==> config.mk <==
export PLATFORM = sky130hd
export DESIGN_NAME = stereo_downmix_q15
export DESIGN_NICKNAME = d
export VERILOG_FILES = /design/src/hdl/sdmx_pkg.sv /design/src/hdl/sdmx_mul.sv /design/src/hdl/sdmx_ctrl.sv /design/src/hdl/stereo_downmix_q15.sv
export SDC_FILE = /design/constraint.sdc
export NUM_CORES = 2
export LEC_CHECK = 0
export BUFFER_PORTS_ARGS = -buffer_cell sky130_fd_sc_hd__clkbuf_2
export CAP_MARGIN = 20
export CELL_PAD_IN_SITES_DETAIL_PLACEMENT = 1
export CELL_PAD_IN_SITES_GLOBAL_PLACEMENT = 1
export CORE_ASPECT_RATIO = 1.4
export CORE_MARGIN = 3
export CORE_UTILIZATION = 40
export CTS_CLUSTER_SIZE = 16
export DETAILED_ROUTE_END_ITERATION = 8
export PLACE_DENSITY_LB_ADDON = 0.1
export SETUP_SLACK_MARGIN = 0.05
export SKIP_CTS_REPAIR_TIMING = 1
export SKIP_LAST_GASP = 1
export SLEW_MARGIN = 20
export SYNTH_ARGS = -nofsm -noshare
export SYNTH_HDL_FRONTEND = slang
export SYNTH_HIERARCHICAL = 1
export SYNTH_SLANG_ARGS = --single-unit
==> constraint.sdc <==
create_clock -name clk_i -period 16.18 [get_ports clk_i]
set_input_delay 3.236 -clock clk_i [delete_from_list [all_inputs] [get_ports clk_i]]
set_output_delay 3.236 -clock clk_i [all_outputs]
set_load 0.02 [all_outputs]
==> src/hdl/sdmx_pkg.sv <==
package sdmx_pkg;

  localparam int unsigned NUM_SPEAKERS = 28;

  localparam int unsigned SPK_W   = 5;
  localparam int unsigned SMP_W   = 24;
  localparam int unsigned COEF_W  = 17;
  localparam int unsigned ACC_W   = 32;
  localparam int unsigned PROD_W  = ACC_W + COEF_W;
  localparam int unsigned FRAC_W  = 15;

  localparam int unsigned S_DATA_W = 64;
  localparam int unsigned M_DATA_W = 64;

  localparam logic [SPK_W-1:0] SPK_LEFT  = SPK_W'(1);
  localparam logic [SPK_W-1:0] SPK_RIGHT = SPK_W'(2);

  localparam logic [PROD_W-1:0] Q15_HALF = PROD_W'(1) << (FRAC_W - 1);

  typedef enum logic [2:0] {
    ST_IDLE,
    ST_MUL1,
    ST_ACC1,
    ST_MUL2,
    ST_ACC2,
    ST_OUT
  } state_e;

  typedef struct packed {
    logic accept;
    logic mul_en;
    logic acc_en;
    logic step2;
    logic emit;
  } ctrl_t;

endpackage

==> src/hdl/sdmx_mul.sv <==
module sdmx_mul (
  input  logic                              clk_i,
  input  logic                              mul_en_i,
  input  logic signed [sdmx_pkg::ACC_W-1:0]  a_i,
  input  logic signed [sdmx_pkg::COEF_W-1:0] b_i,
  output logic [sdmx_pkg::ACC_W-1:0]         q_o
);

  logic signed [sdmx_pkg::PROD_W-1:0] a_ext;
  logic signed [sdmx_pkg::PROD_W-1:0] b_ext;
  logic signed [sdmx_pkg::PROD_W-1:0] prod_d;
  logic        [sdmx_pkg::PROD_W-1:0] prod_q;
  logic        [sdmx_pkg::PROD_W-1:0] rnd;

  // sign-extend both operands so the low bits of the product are exact
  assign a_ext  = {{(sdmx_pkg::PROD_W - sdmx_pkg::ACC_W){a_i[sdmx_pkg::ACC_W-1]}}, a_i};
  assign b_ext  = {{(sdmx_pkg::PROD_W - sdmx_pkg::COEF_W){b_i[sdmx_pkg::COEF_W-1]}}, b_i};
  assign prod_d = a_ext * b_ext;

  always_ff @(posedge clk_i) begin
    if (mul_en_i) begin
      prod_q <= prod_d;
    end
  end

  // round half up, arithmetic shift by 15, keep 32 bits
  assign rnd = prod_q + sdmx_pkg::Q15_HALF;
  assign q_o = rnd[sdmx_pkg::FRAC_W +: sdmx_pkg::ACC_W];

endmodule

==> src/hdl/sdmx_ctrl.sv <==
module sdmx_ctrl (
  input  logic            clk_i,
  input  logic            rst_ni,
  input  logic            in_valid_i,
  input  logic            last_i,
  input  logic            out_free_i,
  output logic            in_ready_o,
  output sdmx_pkg::ctrl_t ctrl_o
);

  sdmx_pkg::state_e state_q, state_d;

  always_ff @(posedge clk_i or negedge rst_ni) begin
    if (!rst_ni) begin
      state_q <= sdmx_pkg::ST_IDLE;
    end else begin
      state_q <= state_d;
    end
  end

  always_comb begin
    state_d    = state_q;
    ctrl_o     = '0;
    in_ready_o = 1'b0;
    unique case (state_q)
      sdmx_pkg::ST_IDLE: begin
        in_ready_o = 1'b1;
        if (in_valid_i) begin
          ctrl_o.accept = 1'b1;
          state_d       = sdmx_pkg::ST_MUL1;
        end
      end
      sdmx_pkg::ST_MUL1: begin
        ctrl_o.mul_en = 1'b1;
        state_d       = sdmx_pkg::ST_ACC1;
      end
      sdmx_pkg::ST_ACC1: begin
        ctrl_o.acc_en = 1'b1;
        state_d       = sdmx_pkg::ST_MUL2;
      end
      sdmx_pkg::ST_MUL2: begin
        ctrl_o.mul_en = 1'b1;
        ctrl_o.step2  = 1'b1;
        state_d       = sdmx_pkg::ST_ACC2;
      end
      sdmx_pkg::ST_ACC2: begin
        ctrl_o.acc_en = 1'b1;
        ctrl_o.step2  = 1'b1;
        if (!last_i) begin
          state_d = sdmx_pkg::ST_IDLE;
        end else if (out_free_i) begin
          ctrl_o.emit = 1'b1;
          state_d     = sdmx_pkg::ST_IDLE;
        end else begin
          state_d = sdmx_pkg::ST_OUT;
        end
      end
      sdmx_pkg::ST_OUT: begin
        if (out_free_i) begin
          ctrl_o.emit = 1'b1;
          state_d     = sdmx_pkg::ST_IDLE;
        end
      end
      default: begin
        state_d = sdmx_pkg::ST_IDLE;
      end
    endcase
  end

endmodule

==> src/hdl/stereo_downmix_q15.sv <==
// stereo downmix of up to NUM_SPEAKERS speaker samples into one left/right pair, Q15 gains
//
// input stream: one transfer per present speaker of a sample time, in ascending
// speaker order; tuser carries the speaker index, tlast marks the last speaker.
// tdata holds the sample and its left and right gains. output stream: one
// transfer per sample time with the left and right sums in tdata and, in tuser,
// a flag that is set when the left or the right speaker did not show up.
//
// speaker transfers are taken one at a time. the single 32x17 multiplier
// is used twice per speaker (multiply, then round and accumulate, twice over),
// since the cross term of the left and right speakers needs the freshly
// updated sum. s_axis_tready is high only while the sequencer is idle.
// the result of a tlast transfer goes to the output register at its final step.
//
// reset clears the sequencer, the sums, the seen flags and the output valid.
// when the receiver stalls, the result waits in the output register; a later
// tlast transfer then holds at its final step until that register frees up,
// and no further speaker is taken meanwhile.
module stereo_downmix_q15 (
  input  logic                              clk_i,
  input  logic                              rst_ni,

  input  logic                              s_axis_tvalid,
  output logic                              s_axis_tready,
  // sample [23:0], coef_left [40:24], coef_right [57:41], zero fill [63:58]
  input  logic [sdmx_pkg::S_DATA_W-1:0]     s_axis_tdata,
  // speaker
  input  logic [sdmx_pkg::SPK_W-1:0]        s_axis_tuser,
  // last_speaker
  input  logic                              s_axis_tlast,

  output logic                              m_axis_tvalid,
  input  logic                              m_axis_tready,
  // left_out [31:0], right_out [63:32]
  output logic [sdmx_pkg::M_DATA_W-1:0]     m_axis_tdata,
  // stereo_missing
  output logic                              m_axis_tuser
);

  localparam int unsigned CL_LSB = sdmx_pkg::SMP_W;
  localparam int unsigned CR_LSB = sdmx_pkg::SMP_W + sdmx_pkg::COEF_W;

  sdmx_pkg::ctrl_t ctrl;

  // captured speaker transfer
  logic [sdmx_pkg::SPK_W-1:0]         spk_q;
  logic signed [sdmx_pkg::SMP_W-1:0]  smp_q;
  logic signed [sdmx_pkg::COEF_W-1:0] cl_q;
  logic signed [sdmx_pkg::COEF_W-1:0] cr_q;
  logic                               last_q;

  // running sums and seen flags
  logic [sdmx_pkg::ACC_W-1:0] left_q, left_d, left_upd;
  logic [sdmx_pkg::ACC_W-1:0] right_q, right_d, right_upd;
  logic                       seen_left_q, seen_left_d, seen_left_upd;
  logic                       seen_right_q, seen_right_d, seen_right_upd;

  // output register
  logic                        out_valid_q;
  logic [sdmx_pkg::ACC_W-1:0]  out_left_q;
  logic [sdmx_pkg::ACC_W-1:0]  out_right_q;
  logic                        out_missing_q;
  logic                        out_free;

  logic                               is_left;
  logic                               is_right;
  logic                               in_range;
  logic                               add_en;
  logic                               to_right;
  logic signed [sdmx_pkg::ACC_W-1:0]  smp_ext;
  logic signed [sdmx_pkg::ACC_W-1:0]  mul_a;
  logic signed [sdmx_pkg::COEF_W-1:0] mul_b;
  logic [sdmx_pkg::ACC_W-1:0]         mul_q;

  assign out_free = !out_valid_q || m_axis_tready;

  sdmx_ctrl u_ctrl (
    .clk_i      (clk_i),
    .rst_ni     (rst_ni),
    .in_valid_i (s_axis_tvalid),
    .last_i     (last_q),
    .out_free_i (out_free),
    .in_ready_o (s_axis_tready),
    .ctrl_o     (ctrl)
  );

  always_ff @(posedge clk_i) begin
    if (ctrl.accept) begin
      spk_q  <= s_axis_tuser;
      smp_q  <= s_axis_tdata[sdmx_pkg::SMP_W-1:0];
      cl_q   <= s_axis_tdata[CL_LSB +: sdmx_pkg::COEF_W];
      cr_q   <= s_axis_tdata[CR_LSB +: sdmx_pkg::COEF_W];
      last_q <= s_axis_tlast;
    end
  end

  assign is_left  = (spk_q == sdmx_pkg::SPK_LEFT);
  assign is_right = (spk_q == sdmx_pkg::SPK_RIGHT);
  // indexes at or above the speaker count add nothing
  assign in_range = ({1'b0, spk_q} < (sdmx_pkg::SPK_W + 1)'(sdmx_pkg::NUM_SPEAKERS));
  assign smp_ext  = {{(sdmx_pkg::ACC_W - sdmx_pkg::SMP_W){smp_q[sdmx_pkg::SMP_W-1]}}, smp_q};

  // first pass: self gain of the left/right speaker, else the left gain
  // second pass: cross term from the updated sum, else the right gain
  always_comb begin
    if (!ctrl.step2) begin
      mul_a    = smp_ext;
      mul_b    = is_right ? cr_q : cl_q;
      to_right = is_right;
    end else begin
      priority if (is_left) begin
        mul_a = left_q;
      end else if (is_right) begin
        mul_a = right_q;
      end else begin
        mul_a = smp_ext;
      end
      mul_b    = is_right ? cl_q : cr_q;
      to_right = !is_right;
    end
  end

  sdmx_mul u_mul (
    .clk_i    (clk_i),
    .mul_en_i (ctrl.mul_en),
    .a_i      (mul_a),
    .b_i      (mul_b),
    .q_o      (mul_q)
  );

  assign add_en = ctrl.acc_en && in_range;

  always_comb begin
    left_upd       = left_q;
    right_upd      = right_q;
    seen_left_upd  = seen_left_q;
    seen_right_upd = seen_right_q;
    if (add_en) begin
      if (to_right) begin
        right_upd = right_q + mul_q;
      end else begin
        left_upd = left_q + mul_q;
      end
      if (ctrl.step2) begin
        seen_left_upd  = seen_left_q || is_left;
        seen_right_upd = seen_right_q || is_right;
      end
    end
    // a sample time ends: hand the sums out and start over from zero
    if (ctrl.emit) begin
      left_d       = '0;
      right_d      = '0;
      seen_left_d  = 1'b0;
      seen_right_d = 1'b0;
    end else begin
      left_d       = left_upd;
      right_d      = right_upd;
      seen_left_d  = seen_left_upd;
      seen_right_d = seen_right_upd;
    end
  end

  always_ff @(posedge clk_i or negedge rst_ni) begin
    if (!rst_ni) begin
      left_q       <= '0;
      right_q      <= '0;
      seen_left_q  <= 1'b0;
      seen_right_q <= 1'b0;
    end else begin
      left_q       <= left_d;
      right_q      <= right_d;
      seen_left_q  <= seen_left_d;
      seen_right_q <= seen_right_d;
    end
  end

  always_ff @(posedge clk_i or negedge rst_ni) begin
    if (!rst_ni) begin
      out_valid_q <= 1'b0;
    end else if (ctrl.emit) begin
      out_valid_q <= 1'b1;
    end else if (m_axis_tready) begin
      out_valid_q <= 1'b0;
    end
  end

  always_ff @(posedge clk_i) begin
    if (ctrl.emit) begin
      out_left_q    <= left_upd;
      out_right_q   <= right_upd;
      out_missing_q <= !(seen_left_upd && seen_right_upd);
    end
  end

  assign m_axis_tvalid = out_valid_q;
  assign m_axis_tdata  = {out_right_q, out_left_q};
  assign m_axis_tuser  = out_missing_q;

endmodule

After elaboration in Yosys (flattened, before gate mapping)
Cells that the tools add are included.
Widths: inputs -> output; s select.
- $lt $le $gt $ge: 1
- reduce and logical (&&, ||, !) cells: 14
- muxes and demuxes: 35
- equality and inequality tests: 9
- multipliers: 1
- add/sub/neg operators: 3
- operators with widths (operator ; count):
    $mux 32 ; 9
    $add 32x32->32 ; 2
    $mux 17 ; 3
    $add 47x15->47 const B ; 1
    $mul 32x17->47 ; 1
    $pmux 3 s6 ; 1
    $mux 1 ; 17
    $mux 3 ; 4
    $eq 3x2->1 const B ; 2
    $eq 3x3->1 const B ; 2
    $reduce_or 2->1 ; 3
    $eq 5x1->1 const B ; 1
    $eq 5x2->1 const B ; 1
    $lt 5x5->1 const B ; 1
    $ne 2x2->1 const B ; 2
    $eq 3x1->1 const B ; 1
    $logic_not 1->1 ; 3
    $logic_not 3->1 ; 1
    $logic_or 1x1->1 ; 3
    $logic_and 1x1->1 ; 2
    $pmux 1 s2 ; 1
    $reduce_and 2->1 ; 1
    $reduce_bool 2->1 ; 1
- flip-flop bits (word level): 246
- bits of input ports: 74
- word-level logic and storage cells: 78
- output and inout port bits: 67

Logic depth before layout (Yosys ltp)
- word-level depth: 7
- depth in mapped cells: 33
- mapped depth without buffers: 29

Hierarchy
Netlist, hierarchy kept.
- by module, submodules not included (module ; area each (um^2) ; cells an instance ; times used):
    sdmx_mul ; 19234.7 ; 2087 ; 1
    stereo_downmix_q15 ; 11043.1 ; 1080 ; 1
    sdmx_ctrl ; 205.2 ; 20 ; 1

Least setup slack after synthesis
OpenSTA, ideal clock, no wires.
- kind: in2reg
- start: input port m_axis_tready
- end: register seen_left_q
- stages on the path: 6
- setup slack: 6796 ps
- buffers on the path: 3
- arrival: 9252 ps
- required time: 16048 ps
- path through: nand2b_1 -> nor3b_1 -> clkbuf_1 -> clkbuf_1 -> clkbuf_1 -> nor2_1
- RTL lines (what ; RTL line ; text):
    start: declaration ; stereo_downmix_q15.sv:33 ; input logic m_axis_tready,
    end signal: assignment ; stereo_downmix_q15.sv:172 ; seen_left_q <= seen_left_d;
    end: declaration ; stereo_downmix_q15.sv:55 ; logic seen_left_q, seen_left_d, seen_left_upd;

==> results.sh <==
export IMPL_crit_start="u_ctrl/state_q[0]"
export IMPL_yosys_area_share_simple_pct=16.0
export IMPL_setup_viol=0
export IMPL_synth_ff_type="edfxtp_1"
export IMPL_worst_pin_slew_ns=1.11
export IMPL_synth_top_area_share_pct=33.4
export IMPL_synth_compound_area_share_pct=8.65
export IMPL_io_pins=141
export IMPL_numCtsBuffers=29
export IMPL_cp_common_cell="fa_1"
export IMPL_async_reset_ff_share_pct=30.2
export IMPL_die_area_um2=79600
export IMPL_drc=0
export IMPL_grt_usage_pct=24.6
export IMPL_fin_nets=4019
export IMPL_area_growth_syn_to_layout_pct=9.43
export IMPL_synth_xor_area_share_pct=3.30
export IMPL_finalCriticalPeriod_ns=9.73
export IMPL_rsz0062_at_grt="no"
export IMPL_wl_per_cell_um=22.3
export IMPL_grt_pass1_wl_um=151000
export IMPL_endpoint_kind="flip-flop"
export IMPL_arrival_ns=10.07
export IMPL_yosys_warnings=6
export IMPL_synthAdderAreaFrac_pct=40.4
export IMPL_synth_top_family_by_area="adder cells"
export IMPL_antenna_found_initial=0
export IMPL_place_inst=4202
export IMPL_setup_tns_final_ns=0
export IMPL_synth_common_cells="556 x inv_1, 508 x fa_1, 461 x nand2_1"
export IMPL_r2r_start="u_ctrl/state_q[0]"
export IMPL_worstSkewPairLatency_ns=0.62
export IMPL_synth_edf_count=162
export IMPL_yosysSeqAreaShare_pct=21.7
export IMPL_dp_hpwl_um=73400
export IMPL_grt_ovfl_total=0
export IMPL_synth_area_per_cell_um2=9.56
export IMPL_first_global_vias=26341
export IMPL_synth_top_cell_by_area="fa_1"
export IMPL_crit_path_end="u_mul/prod_q[43]"
export IMPL_ys_ff_latch=232
export IMPL_totalWireLength_um=94900
export IMPL_path_clk_slew_ns=0.07
export IMPL_reg2reg_to="u_mul/prod_q[43]"
export IMPL_coreArea_um2=75300
export IMPL_cts_buffer_depth=3
export IMPL_final_cells=4257
export IMPL_die_w_um=239
export IMPL_grt_max_degree=74
export IMPL_root_buffer="clkbuf_16"
export IMPL_yosysMostFrequentCell="inv_1"
export IMPL_cp_max_fo=35
export IMPL_r2r_cells=25
export IMPL_skew_ns=0.0299
export IMPL_crit_type="reg -> reg"
export IMPL_netlist_area_um2=30500
export IMPL_drv_cap=0
export IMPL_viasPerCell=5.30
export IMPL_synthTopCellsByArea="fa_1 33%, edfxtp_1 16%, ha_1 7.0%"
export IMPL_first_pass_iters=4
export IMPL_start_util_pct=40.5
export IMPL_period_share_pct=60.1
export IMPL_drt_initial_drc_count=769
export IMPL_place_gp_congestion=0.873
export IMPL_htreeDepth=1
export IMPL_slew_headroom_pct=26.1
export IMPL_rows=119
export IMPL_syn_inst=3187
export IMPL_reg2reg_slack_ns=6.45
export IMPL_cts_tree="built"
export IMPL_placement_io_buffers=134
export IMPL_cts_sinks=232
export IMPL_finalHoldViolCount=0
export IMPL_synth_cell_types=84
export IMPL_synthMuxAreaShare_pct=1.42
export IMPL_vias=22547
export IMPL_syn_nets=3940
export IMPL_fp_dieH_um=333
export IMPL_hp_class="reg -> reg"
export IMPL_drive_above_1_share_pct=9.09
export IMPL_maxSlewViolCount=0
export IMPL_num_antenna_cells=0
export IMPL_worst_setup_path_start_kind="flip-flop"
export IMPL_fmax_mhz=103
export IMPL_slowest_delay_ns=0.81
export IMPL_ant_nets=0
export IMPL_outcome="completed"
export IMPL_crit_slowest_cell="inv_1"
export IMPL_worstPathRequired_ns=16.52
through the flow:
stage          instance area (µm²)  util (%)  setup WS (ns)  hold WS, ns
6_report                     33400      44.3           6.45        0.535
5_1_grt                      33400      44.3           5.95        0.583
4_1_cts                      33300      44.3           6.36        0.538
3_5_place_dp                 32300      42.8           6.41        0.515
3_3_place_gp                 32300      42.8           6.52        0.480
2_1_floorplan                30500         -           6.80        0.467
logic make-up after synthesis:
group,count (synthesis)
and+or+nand+nor,1013
buffers and inverters,691
adders and majority gates,679
AOI/OAI and AO/OA,418
DFF,232
xor gates and xnor gates,115
muxes,39
registers in the layout (all words and copies together) (netlist names), 3 cells and up:
signal,flops
u_mul/prod_q,33
left_q,32
out_left_q,32
out_right_q,32
right_q,32
smp_q,24
cl_q,17
cr_q,17
spk_q,5
u_ctrl/state_q,3
worst max-delay path, delay by kind of cell (launching register included):
family                     cells  cell delay [ns]
adders and majority gates      7             3.58
AOI/OAI and AO/OA              7             1.74
buffers and inverters          4             1.39
and+or+nand+nor                4             0.82
xor gates and xnor gates       2             0.73
muxes                          1             0.57
DFF                            1             0.54
cell usage in the layout (no fill, tap or decap), types with 51 or more instances in the layout:
cell type and instances:
inv_1 556, fa_1 508, nand2_1 460, and2_1 227
ha_1 171, edfxtp_1 162, a21oi_1 157, clkbuf_2 133
nor2_1 120, xnor2_1 87, dfrtp_1 70, nand3_1 51
layout make-up:
cell class / count / area, µm²
inverter: 556 / 2090
clock inverter: 20 / 293
tap: 968 / 1210
multi-input combinational: 2264 / 21300
sequential: 232 / 6620
fill: 8524 / 42000
timing repair buffer: 183 / 1040
clock buffer: 34 / 764
worst min path at each step:
| stage | from | to | slack, ns | cells after the start |
|---|---|---|---|---|
| floorplan | seen_left_q | seen_left_q | 0.47 | 2 |
| global placement | seen_left_q | seen_left_q | 0.48 | 2 |
| detailed placement | seen_left_q | seen_left_q | 0.52 | 2 |
| CTS | seen_left_q | seen_left_q | 0.54 | 2 |
| global route | seen_left_q | seen_left_q | 0.58 | 2 |
| finish | seen_left_q | seen_left_q | 0.54 | 2 |
layer usage:
| metal | wire length [µm] | global-route usage (%) | share of wire [%] |
|---|---|---|---|
| met5 | 0 | 0 | 0 |
| met4 | 3220 | 7.42 | 3.4 |
| met1 | 38000 | 29.4 | 40 |
| met2 | 50700 | 46.3 | 53 |
| met3 | 2870 | 2.27 | 3.0 |
Power is left out: the tool's default activity adds up to more than one toggle a clock period on the data nets, which glitch-free logic cannot reach.
